## config.mk

```make
export PLATFORM = sky130hd
export DESIGN_NAME = dual_key_priority_table_core
export DESIGN_NICKNAME = d
export VERILOG_FILES = /design/src/dkpt_pkg.sv /design/src/dkpt_cmp.sv /design/src/dual_key_priority_table_core.sv
export VERILOG_INCLUDE_DIRS = /design/src /design/src/src
export SDC_FILE = /design/constraint.sdc
export NUM_CORES = 1
export LEC_CHECK = 0
export BUFFER_PORTS_ARGS = -buffer_cell sky130_fd_sc_hd__buf_2
export CORE_UTILIZATION = 29
export DETAILED_ROUTE_END_ITERATION = 10
export MAX_ROUTING_LAYER = met4
export PLACE_DENSITY_LB_ADDON = 0.3
export SLEW_MARGIN = 15
export SYNTH_ARGS = -nofsm -noshare
export SYNTH_HDL_FRONTEND = slang
export SYNTH_SLANG_ARGS = --single-unit
```

## constraint.sdc

```tcl
create_clock -name clk_i -period 9.82 [get_ports clk_i]
set_clock_uncertainty 0.05 [all_clocks]
set_input_delay 0.491 -clock clk_i [delete_from_list [all_inputs] [get_ports clk_i]]
set_output_delay 0.491 -clock clk_i [all_outputs]
set_load 0.05 [all_outputs]
```

## src/dual_key_priority_table_core_assert.svh

```systemverilog
// Assertion macros for the priority table core.
// Included by the top level; needs clk_i and rst_ni in scope.
`ifndef DUAL_KEY_PRIORITY_TABLE_CORE_ASSERT_SVH
`define DUAL_KEY_PRIORITY_TABLE_CORE_ASSERT_SVH

// An implication checked at every clock edge outside reset.
`define DKPT_ASSERT(label, prop, msg) \
  label: assert property (@(posedge clk_i) disable iff (!rst_ni) (prop)) else $error(msg);

// A condition that must never hold at a clock edge outside reset.
`define DKPT_NEVER(label, cond, msg) \
  label: assert property (@(posedge clk_i) disable iff (!rst_ni) !(cond)) else $error(msg);

`endif

```

## src/dkpt_pkg.sv

```systemverilog
// Package for the dual-key priority table: op and status codes, entry type.
// No dependencies.
package dkpt_pkg;

  localparam int unsigned DefaultDepth = 16;

  typedef enum logic [3:0] {
    OP_ADD = 4'd0, OP_POP_P = 4'd1, OP_POP_T = 4'd2, OP_PEEK_P = 4'd3,
    OP_PEEK_T = 4'd4, OP_CHG_P = 4'd5, OP_CHG_T = 4'd6, OP_LIST_P = 4'd7,
    OP_LIST_T = 4'd8
  } op_e;

  localparam logic [1:0] StOk = 2'd0;
  localparam logic [1:0] StEmpty = 2'd1;
  localparam logic [1:0] StFull = 2'd2;
  localparam logic [1:0] StNoMatch = 2'd3;

  typedef struct packed {
    logic [7:0]  prio;
    logic [4:0]  hour;
    logic [5:0]  minute;
    logic [5:0]  second;
    logic [15:0] tag;
    logic [31:0] stamp;
  } entry_t;

  // Controls handed to the compare unit.
  typedef struct packed {
    logic time_ord;
    logic have_best;
  } cmp_ctrl_t;

endpackage

```

## src/dkpt_cmp.sv

```systemverilog
// Shared order comparator: does the candidate precede the current best?
// Depends on dkpt_pkg.
module dkpt_cmp #(
  parameter int unsigned IdxW = 4
) (
  input  dkpt_pkg::cmp_ctrl_t ctrl_i,
  input  dkpt_pkg::entry_t    cand_i,
  input  logic [IdxW-1:0]     cand_idx_i,
  input  dkpt_pkg::entry_t    best_i,
  input  logic [IdxW-1:0]     best_idx_i,
  output logic                wins_o
);
  import dkpt_pkg::*;

  logic [16:0] tc, tb;
  logic        kwin, keq;

  always_comb begin
    tc = {cand_i.hour, cand_i.minute, cand_i.second};
    tb = {best_i.hour, best_i.minute, best_i.second};
    if (ctrl_i.time_ord) begin
      keq  = (tc == tb);
      kwin = (tc < tb);
    end else begin
      keq  = (cand_i.prio == best_i.prio);
      kwin = (cand_i.prio > best_i.prio);
    end
    if (!ctrl_i.have_best) wins_o = 1'b1;
    else if (!keq) wins_o = kwin;
    else if (cand_i.stamp != best_i.stamp) wins_o = cand_i.stamp > best_i.stamp;
    else wins_o = cand_idx_i < best_idx_i;
  end

endmodule

```

## src/dual_key_priority_table_core.sv

```systemverilog
// Top level of the dual-key priority table: sequencer, slot store, output register.
// Depends on dkpt_pkg, dkpt_cmp and dual_key_priority_table_core_assert.svh.
//
// Channel  Dir  Handshake                    Content
// s_axis   in   s_axis_tvalid/s_axis_tready  one operation request
// m_axis   out  m_axis_tvalid/m_axis_tready  result entries, tlast on the final one
//
// Every known request sweeps all slots with one comparator, one slot a cycle: add
// looks for the lowest free slot, the others for the best candidate. A list sweeps
// the table anew for each entry it returns. An unknown op is dropped at once.
// A stalled result holds the sequencer in its output step; s_axis_tready is high
// only while idle. Reset clears valid bits, stamp counter and control state.
module dual_key_priority_table_core #(
  parameter int unsigned TABLE_DEPTH = dkpt_pkg::DefaultDepth
) (
  input  logic        clk_i,
  input  logic        rst_ni,
  input  logic        s_axis_tvalid,
  output logic        s_axis_tready,
  // op[3:0], priority_req[11:4], hour[16:12], minute[22:17], second[28:23],
  // tag[44:29], new_priority[52:45], new_hour[57:53], new_minute[63:58],
  // new_second[69:64], zero fill to 72
  input  logic [71:0] s_axis_tdata,
  output logic        m_axis_tvalid,
  input  logic        m_axis_tready,
  // status[1:0], out_priority[9:2], out_hour[14:10], out_minute[20:15],
  // out_second[26:21], out_tag[42:27], zero fill to 48
  output logic [47:0] m_axis_tdata,
  output logic        m_axis_tlast
);
  import dkpt_pkg::*;

  localparam int unsigned IdxW = (TABLE_DEPTH > 1) ? $clog2(TABLE_DEPTH) : 1;
  localparam int unsigned CntW = $clog2(TABLE_DEPTH + 1);

  typedef enum logic [2:0] {S_IDLE, S_SCAN, S_ACT, S_OUT} state_e;

  state_e               state_q;
  logic [71:0]          req_q;
  logic [TABLE_DEPTH-1:0] valid_q, skip_q;
  entry_t               mem_q [TABLE_DEPTH];
  logic [31:0]          stamp_q;
  logic [CntW-1:0]      idx_q;
  logic [IdxW-1:0]      best_idx_q;
  entry_t               best_q;
  logic                 have_q;
  logic                 out_valid_q, out_last_q;
  logic [47:0]          out_data_q;
  logic                 more_q;

  op_e         op;
  logic [16:0] req_time;
  logic        time_ord, is_list, match, cand_ok, wins, list_done;
  logic [IdxW-1:0] idx;
  entry_t      cand, upd;
  cmp_ctrl_t   cc;

  assign op       = op_e'(req_q[3:0]);
  assign req_time = {req_q[16:12], req_q[22:17], req_q[28:23]};
  assign time_ord = (op == OP_POP_T) || (op == OP_PEEK_T) || (op == OP_CHG_T) ||
                    (op == OP_LIST_T);
  assign is_list  = (op == OP_LIST_P) || (op == OP_LIST_T);
  assign idx      = idx_q[IdxW-1:0];
  assign cand     = mem_q[idx];
  assign cc       = '{time_ord: time_ord, have_best: have_q};
  // The entry just chosen is the only one not yet listed.
  assign list_done = ((valid_q & ~skip_q) == (TABLE_DEPTH'(1) << best_idx_q));

  always_comb begin
    if (op == OP_CHG_P) match = (cand.prio == req_q[11:4]);
    else if (op == OP_CHG_T) match = ({cand.hour, cand.minute, cand.second} == req_time);
    else match = 1'b1;
  end

  assign cand_ok = valid_q[idx] && !skip_q[idx] && match;

  dkpt_cmp #(.IdxW(IdxW)) u_cmp (
    .ctrl_i(cc), .cand_i(cand), .cand_idx_i(idx),
    .best_i(best_q), .best_idx_i(best_idx_q), .wins_o(wins)
  );

  always_comb begin
    upd = best_q;
    if (op == OP_CHG_P) upd.prio = req_q[52:45];
    if (op == OP_CHG_T) begin
      upd.hour   = req_q[57:53];
      upd.minute = req_q[63:58];
      upd.second = req_q[69:64];
    end
  end

  function automatic logic [47:0] pack_out(logic [1:0] st, entry_t e);
    return {5'd0, e.tag, e.second, e.minute, e.hour, e.prio, st};
  endfunction

  assign s_axis_tready = (state_q == S_IDLE);
  assign m_axis_tvalid = out_valid_q;
  assign m_axis_tdata  = out_data_q;
  assign m_axis_tlast  = out_last_q;

  // Entry store: no reset, only valid slots are read for results.
  always_ff @(posedge clk_i) begin
    if (state_q == S_ACT && have_q) begin
      if (op == OP_ADD)
        mem_q[best_idx_q] <= '{prio: req_q[11:4], hour: req_q[16:12],
                               minute: req_q[22:17], second: req_q[28:23],
                               tag: req_q[44:29], stamp: stamp_q};
      else if (op == OP_CHG_P || op == OP_CHG_T)
        mem_q[best_idx_q] <= upd;
    end
  end

  // The request is latched while idle; add keeps the first free slot, the others keep the best candidate.
  always_ff @(posedge clk_i) begin
    if (state_q == S_IDLE) req_q <= s_axis_tdata;
    if (state_q == S_SCAN && idx_q < CntW'(TABLE_DEPTH) &&
        (op == OP_ADD ? (!valid_q[idx] && !have_q) : (cand_ok && wins))) begin
      best_q     <= cand;
      best_idx_q <= idx;
    end
  end

  always_ff @(posedge clk_i or negedge rst_ni) begin
    if (!rst_ni) begin
      state_q     <= S_IDLE;
      valid_q     <= '0;
      skip_q      <= '0;
      stamp_q     <= '0;
      idx_q       <= '0;
      have_q      <= 1'b0;
      out_valid_q <= 1'b0;
      out_last_q  <= 1'b0;
      out_data_q  <= '0;
      more_q      <= 1'b0;
    end else begin
      if (out_valid_q && m_axis_tready && state_q != S_ACT) out_valid_q <= 1'b0;
      unique case (state_q)
        S_IDLE: begin
          if (s_axis_tvalid && s_axis_tready) begin
            idx_q  <= '0;
            have_q <= 1'b0;
            skip_q <= '0;
            more_q <= 1'b0;
            if (s_axis_tdata[3:0] <= OP_LIST_T) state_q <= S_SCAN;
          end
        end
        S_SCAN: begin
          if (idx_q == CntW'(TABLE_DEPTH)) begin
            state_q <= S_ACT;
          end else begin
            if (op == OP_ADD) begin
              if (!valid_q[idx] && !have_q) have_q <= 1'b1;
            end else if (cand_ok) begin
              have_q <= 1'b1;
            end
            idx_q <= idx_q + 1'b1;
          end
        end
        S_ACT: begin
          if (!out_valid_q || m_axis_tready) begin
            if (op == OP_ADD) begin
              out_valid_q <= 1'b1;
              out_last_q  <= 1'b1;
              state_q     <= S_IDLE;
              if (have_q) begin
                valid_q[best_idx_q] <= 1'b1;
                stamp_q <= stamp_q + 32'd1;
                out_data_q <= pack_out(StOk, '{prio: req_q[11:4], hour: req_q[16:12],
                  minute: req_q[22:17], second: req_q[28:23], tag: req_q[44:29],
                  stamp: stamp_q});
              end else begin
                out_data_q <= pack_out(StFull, '0);
              end
            end else if (!have_q) begin
              state_q <= S_IDLE;
              if (is_list && more_q) begin
                out_valid_q <= 1'b0;
                out_last_q  <= 1'b0;
              end else begin
                out_valid_q <= 1'b1;
                out_last_q  <= 1'b1;
                if (valid_q == '0) out_data_q <= pack_out(StEmpty, '0);
                else out_data_q <= pack_out(StNoMatch, '0);
              end
            end else if (op == OP_CHG_P || op == OP_CHG_T) begin
              out_valid_q <= 1'b1;
              out_last_q  <= 1'b1;
              state_q     <= S_IDLE;
              out_data_q  <= pack_out(StOk, upd);
            end else begin
              out_valid_q <= 1'b1;
              out_data_q  <= pack_out(StOk, best_q);
              if (op == OP_POP_P || op == OP_POP_T) valid_q[best_idx_q] <= 1'b0;
              if (is_list && !list_done) begin
                out_last_q <= 1'b0;
                skip_q[best_idx_q] <= 1'b1;
                more_q  <= 1'b1;
                idx_q   <= '0;
                have_q  <= 1'b0;
                state_q <= S_SCAN;
              end else begin
                out_last_q <= 1'b1;
                state_q    <= S_IDLE;
              end
            end
          end
        end
        default: state_q <= S_IDLE;
      endcase
    end
  end

  `include "dual_key_priority_table_core_assert.svh"

  `DKPT_ASSERT(a_busy_not_ready, (state_q != S_IDLE) |-> !s_axis_tready, "ready while busy")
  `DKPT_ASSERT(a_out_hold, (m_axis_tvalid && !m_axis_tready) |=> $stable(m_axis_tdata), "result changed under stall")
  `DKPT_ASSERT(a_stamp_step, (stamp_q != $past(stamp_q)) |-> (stamp_q == $past(stamp_q) + 32'd1), "stamp jumped")
  `DKPT_NEVER(a_idx_range, idx_q > CntW'(TABLE_DEPTH), "sweep index out of range")

endmodule
```

==> impl_metrics.yaml, run 1 <==
run_status:
  status: "finished, violations left"
  violations: "design-rule violations"
routing:
  drc: 36
  ant_nets: 0
  vias: 29700
  wire_per_inst_microns: 24.2
  via_per_inst: 4.86
  firstDrtPassIters: 8
  drtIter0Drc: 2598
  wl_mm: 148
final_layout:
  final_common_cell: "edfxtp_1"
  final_cell_mix: "1315 x edfxtp_1, 329 x mux4_2, 246 x nand2_1"
  drive_above_1_share: 0.239
  final_nets: 3472
  area_delta_synth_final_pct: 15.6
sta:
  tns_ns: 0
  fmax_ghz: 0.136
  drv_slew: 0
  min_period_ns: 7.35
  max_slew_margin: 0.195
  setup_violations: 0
  tightest_slew_ns: 1.19
  finalCritPeriodShare: 0.748
  hold_viol_final: 0
  holdWs_ns: 0.247
  rsz0062_at_grt: "false"
logic_synthesis:
  yosysSeqAreaShare: 0.726
  synth_top_family_by_area: "multiplexers"
  synth_compound_area_frac: 0.0312
  synth_area_per_cell_sq_um: 19.0
  synth_top_area_share: 0.676
  synth_cell_types: 84
  ys_ff_latch: 1433
  synth_top_area_cell: "edfxtp_1"
  yosys.area_share.simple: 0.0402
  synth_area_leaders: "edfxtp_1 68%, mux4_2 13%, dfrtp_1 5.1%"
  synth_ff_type: "edfxtp_1"
  synth-xor-area-share: 0.0112
  synthCells: 3082
  async_flop_share: 0.0823
  synth_warnings: 0
  yosys.area_share.adder: 0.0143
  synthMuxAreaShare: 0.157
  synth_edf_count: 1315
  syn_area_sq_mm: 0.0584
clock_network:
  ctsHoldBuffers: 73
  cts_tree: "yes"
  clk_latency_ns: 0.79
  htree_levels: 4
  ctsRootBufferMaster: "clkbuf_16"
  cts_inserted_buffers: 142
  ctsResizeCount: 0
  postCtsSetupBuffers: 0
  clk_pin_slew_ns: 0.06
  clock-sinks: 1433
  cts_max_path_buffers: 3
placement:
  port_buffers: 119
  hpwl_mm: 80.1
  place.gp.congestion: 0.778
floorplan:
  die-area_sq_mm: 0.203
  die_h_microns: 451
  io_pins: 127
  start_util: 0.292
  core_region_area_sq_mm: 0.200
  fp.dieW_microns: 451
  num_rows: 164
grt:
  overflow: 0
  grt_max_degree: 106
  grt_pass1_vias: 30600
  antenna_found_initial: 4
  grt_pass1_wl_mm: 216
  grt_usage: 0.149
power_and_ir_drop:
  leakagePower_nw: 20.8
  pwr_density_cell_mw_per_mm2: 230
  irDropWorstVdd_mv: 0.186
worst_setup_path:
  path_max_fanout: 105
  worstSetupPathType: "flop to flop"
  r2r_start: "idx_q[1]$_DFFE_PN0P_"
  startpoint: "idx_q[1]$_DFFE_PN0P_"
  crit_required_ns: 10.17
  cp_data_arrival_time_ns: 7.70
  endpoint_kind: "flop"
  start_kind: "flop"
job:
  maxCapViolCount: 0
worst_hold_path:
  hold_class: "primary input to async pin"
-- where the power goes --
| group | leakage [nW] | internal (mW) | switching [mW] |
|---|---|---|---|
| clock network | 2.19 | 2.99 | 2.36 |
| registers | 12.5 | 7.11 | 0.245 |
| logic | 6.13 | 1.06 | 1.77 |
| total | 20.8 | 11.2 | 4.37 |
-- metrics by stage --
step	instance area (sq um)	worst slack, ns	power, mW	std cells	utilization
final	67600	2.47	15.5	6104	0.338
after global routing	67600	2.12	16.1	6104	0.338
after CTS	67500	2.29	15.7	6103	0.338
after detailed placement	62300	2.35	10.3	5768	0.311
after global placement	62300	2.41	10.3	5768	0.311
after floorplan	58400	2.31	9.49	3086	-
-- sequential cells by signal (all words and copies together) (netlist names), named ones only --
register / flops
best_q: 73
idx_q: 5
have_q: 1
best_idx_q: 4
m_axis_tlast: 1
state_q: 2
m_axis_tvalid: 1
more_q: 1
req_q: 70
stamp_q: 32
skip_q: 16
mem_q: 1168
m_axis_tdata: 43
-- kinds of logic (layout without fill, tap and decap cells) --
group	count (synthesis)	in the layout
buffers and inverters	236	597
adders and majority gates	67	67
muxes	478	478
xor gates and xnor gates	75	75
DFF	1433	1433
other	1	6
and+or+nand+nor	511	511
AOI/OAI and AO/OA	281	281
-- critical path, cell delays in order (launching register included) --
cell and delay (ns):
dfrtp_4 0.99, buf_12 0.56, mux4_2 0.41, mux4_2 0.53
ha_1 0.31, nand4_1 0.18, nor3_1 0.42, nand4_1 0.27
nor3_1 0.42, nand2_1 0.26, nor4b_1 0.22, buf_4 0.17
o31ai_1 0.40, o2111a_4 0.84, buf_4 0.69
-- worst paths after layout --
| check | endpoint | slack [ns] | cells past startpoint |
|---|---|---|---|
| hold / removal | m_axis_tdata[7]$_DFFE_PN0P_ | 0.25 | 2 |
| hold reg to reg | stamp_q[31]$_DFFE_PN0P_ | 0.42 | 1 |
| setup reg to reg | best_q[15]$_DFFE_PP_ | 2.47 | 14 |
| min in group clk_i | req_q[42]$_DFFE_PP_ | 0.36 | 2 |
| max in group asynchronous | m_axis_tdata[35]$_DFFE_PN0P_ | 8.12 | 3 |
| setup / recovery | best_q[15]$_DFFE_PP_ | 2.47 | 14 |
-- cell usage after synthesis (9+ instances only) --
library cell / number
a22o_1: 16
nand2b_1: 24
mux2_2: 63
and3_1: 16
clkbuf_1: 79
ha_1: 67
o211ai_1: 29
a21oi_1: 62
buf_6: 14
nor2b_1: 26
nand2_1: 246
dfrtp_1: 118
mux4_2: 329
mux4_1: 10
nor3_1: 17
xor2_1: 22
nor2_1: 92
a21o_1: 12
nor4_1: 12
xnor2_1: 53
a22oi_1: 14
inv_1: 76
edfxtp_1: 1315
nand4_1: 19
buf_2: 36
nand3_1: 27
o31ai_1: 9
buf_1: 14
o21ai_0: 84
mux2i_1: 74
-- final cells by class --
cell class / instances / area (sq um)
antenna: 1 / 2.50
clock buffer: 187 / 3850
clock inverter: 75 / 656
fill: 18900 / 132000
inverter: 78 / 298
multi-input combinational: 1417 / 15100
sequential: 1433 / 42500
tap: 2656 / 3320
timing repair buffer: 257 / 1910
-- routing by layer --
layer  up-vias  wire [microns]  GRT usage
li1      12900               -          -
met1     15900           68800      0.209
met2       768           68800      0.228
met3       173            7390     0.0250
met4         0            2620     0.0326
met5         -               0          -
Note: power is estimated with default switching activity, not from simulation.
==> inputs of run 2 (changes only) <==
Clock period 9.82 ns to 7.28 ns, I/O delays scaled along.
==> run 2 against run 1 <==
The run still ends with design-rule violations left; fmax increased by 19%; global-route usage hardly changed; count of clock-buffer cells in the layout shrank 3; total power rose by 36%; design area up 0.45%; non-clock buffer count up 10; sequential share of layout area down 0.28 points; core utilization grew 0.15 points; die area stayed put; flip-flop and latch count did not move; critical endpoint is now best_q[41]$_DFFE_PP_; largest power group unchanged.
==> impl_metrics.yaml, run 2 (same netlist as run 1, synthesis figures left out) <==
run_status:
  status: "finished, violations left"
  violations: "design-rule violations"
worst_setup_path:
  worstSetupPathType: "flop to flop"
  r2r_start: "idx_q[3]$_DFFE_PN0P_"
  ff2ff_path_depth: 13
  endpoint_kind: "flop"
  startpoint: "idx_q[3]$_DFFE_PN0P_"
  crit_required_ns: 7.71
  path_max_fanout: 45
  cp_data_arrival_time_ns: 6.59
  start_kind: "flop"
final_layout:
  final_nets: 3484
  final_cell_mix: "1315 x edfxtp_1, 329 x mux4_2, 246 x nand2_1"
  utilization: 0.339
  area_delta_synth_final_pct: 16.2
  largest_register_ffs: 1168
  biggestRegsByFlops: "mem_q (1168), best_q (73), req_q (70)"
  drive_above_1_share: 0.245
  final_common_cell: "edfxtp_1"
  stdcell_count: 6114
  fin_area_sq_mm: 0.0679
  regMostFlops: "mem_q"
  n_fill_cell: 18800
grt:
  grt_usage: 0.149
  grt_pass1_vias: 30300
  grt_pass1_wl_mm: 215
  grt_max_degree: 108
  antenna_found_initial: 3
  overflow: 0
power_and_ir_drop:
  irDropWorstVdd_mv: 0.307
  finalPower_mw: 21.2
  leakagePower_nw: 21.0
  pwr_density_cell_mw_per_mm2: 312
floorplan:
  io_pins: 127
  die-area_sq_mm: 0.203
  core_region_area_sq_mm: 0.200
  start_util: 0.292
  fp.dieW_microns: 451
  num_rows: 164
  die_h_microns: 451
clock_network:
  ctsRootBufferMaster: "clkbuf_16"
  clk_pin_slew_ns: 0.06
  clk_latency_ns: 0.79
  cts_inserted_buffers: 144
  clock-sinks: 1433
  cts_tree: "yes"
  ctsResizeCount: 0
  cts_max_path_buffers: 3
  htree_levels: 4
routing:
  wl_mm: 148
  vias: 29700
  wl_met1_mm: 68.5
  drc: 36
  firstDrtPassIters: 8
  wire_per_inst_microns: 24.2
  ant_nets: 0
  route.met3.wl_mm: 7.00
  highest_layer: "met4"
  drtIter0Drc: 2499
  met2_length_mm: 69.7
  via_per_inst: 4.86
sta:
  tightest_slew_ns: 1.13
  min_period_ns: 6.16
  rsz0062_at_grt: "false"
  finalCritPeriodShare: 0.846
  setup_violations: 0
  max_slew_margin: 0.241
  fmax_ghz: 0.162
  hold_viol_final: 0
  drv_slew: 0
placement:
  numPlacedInstances: 5777
  place.gp.congestion: 0.783
  hpwl_mm: 79.1
  port_buffers: 119
  post_dp_cell_area_sq_mm: 0.0625
worst_hold_path:
  hold_class: "primary input to async pin"
job:
  maxCapViolCount: 0
## run 2: cell count changes in the layout (fill, tap and decap cells not counted), moves of 3 or more
cell | before | now
clkinv_1 | 31 | 24
clkinv_2 | 17 | 24
buf_12 | 7 | 13
clkbuf_1 | 37 | 31
bufinv_16 | 8 | 13
buf_4 | 58 | 61
clkbuf_8 | 4 | 7
clkinv_4 | 3 | 0
## run 2: routing by layer
metal / GRT usage / vias to the layer above
li1: - / 12900
met1: 0.209 / 15900
met2: 0.228 / 746
met3: 0.0229 / 218
met4: 0.0383 / 0
met5: - / -
## run 2: critical path, cell delays in order, from the launching register on
cell	delay, ns
dfrtp_4	0.71
inv_6	0.67
mux4_2	0.64
ha_1	0.32
nand4_1	0.22
nor3_1	0.49
nand4_1	0.24
nor3_1	0.31
nand2_1	0.23
nor4b_1	0.21
buf_4	0.18
o31ai_1	0.31
o2111a_4	0.79
buf_4	0.34
## run 2: final timing paths
path | slack (ns) | endpoint
setup / recovery | 1.12 | best_q[41]$_DFFE_PP_
hold / removal | 0.15 | m_axis_tdata[9]$_DFFE_PN0P_
setup reg to reg | 1.12 | best_q[41]$_DFFE_PP_
hold reg to reg | 0.42 | m_axis_tdata[21]$_DFFE_PN0P_
max in group asynchronous | 5.68 | async pin
min in group clk_i | 0.24 | req_q[42]$_DFFE_PP_
## run 2: per-stage QoR
step | TNS, ns | hold WS, ns | setup WS, ns
floorplan | -85.19 | 0.0184 | -0.234
global placement | 0 | 0.412 | 0.986
detailed placement | 0 | 0.415 | 0.998
CTS | 0 | 0.139 | 0.996
global route | 0 | 0.205 | 0.717
finish | 0 | 0.147 | 1.12
## run 2: cell type report
| class | count | area, sq um | share of cell area |
|---|---|---|---|
| Timing Repair Buffer | 267 | 2060 | 0.0303 |
| Inverter | 78 | 298 | 0.00439 |
| Sequential cell | 1433 | 42500 | 0.625 |
| Multi-Input combinational cell | 1417 | 15100 | 0.222 |
| Antenna cell | 1 | 2.50 | 0.0000369 |
| Clock inverter | 78 | 795 | 0.0117 |
| Clock buffer | 184 | 3870 | 0.0570 |
| Tap cell | 2656 | 3320 | 0.0490 |
## run 2: repair_timing
| item | 4_1_cts | 5_1_grt |
|---|---|---|
| endpoints found under the hold margin | 145 | 0 |
| buffers inserted | 0 | 0 |
| hold buffers | 73 | 0 |
## run 2: report_power, final
group | switching, mW | total [mW] | internal (mW) | leakage [nW]
Sequential | 0.320 | 9.91 | 9.59 | 12.5
Combinational | 2.39 | 3.83 | 1.44 | 6.20
Clock | 3.22 | 7.46 | 4.24 | 2.28
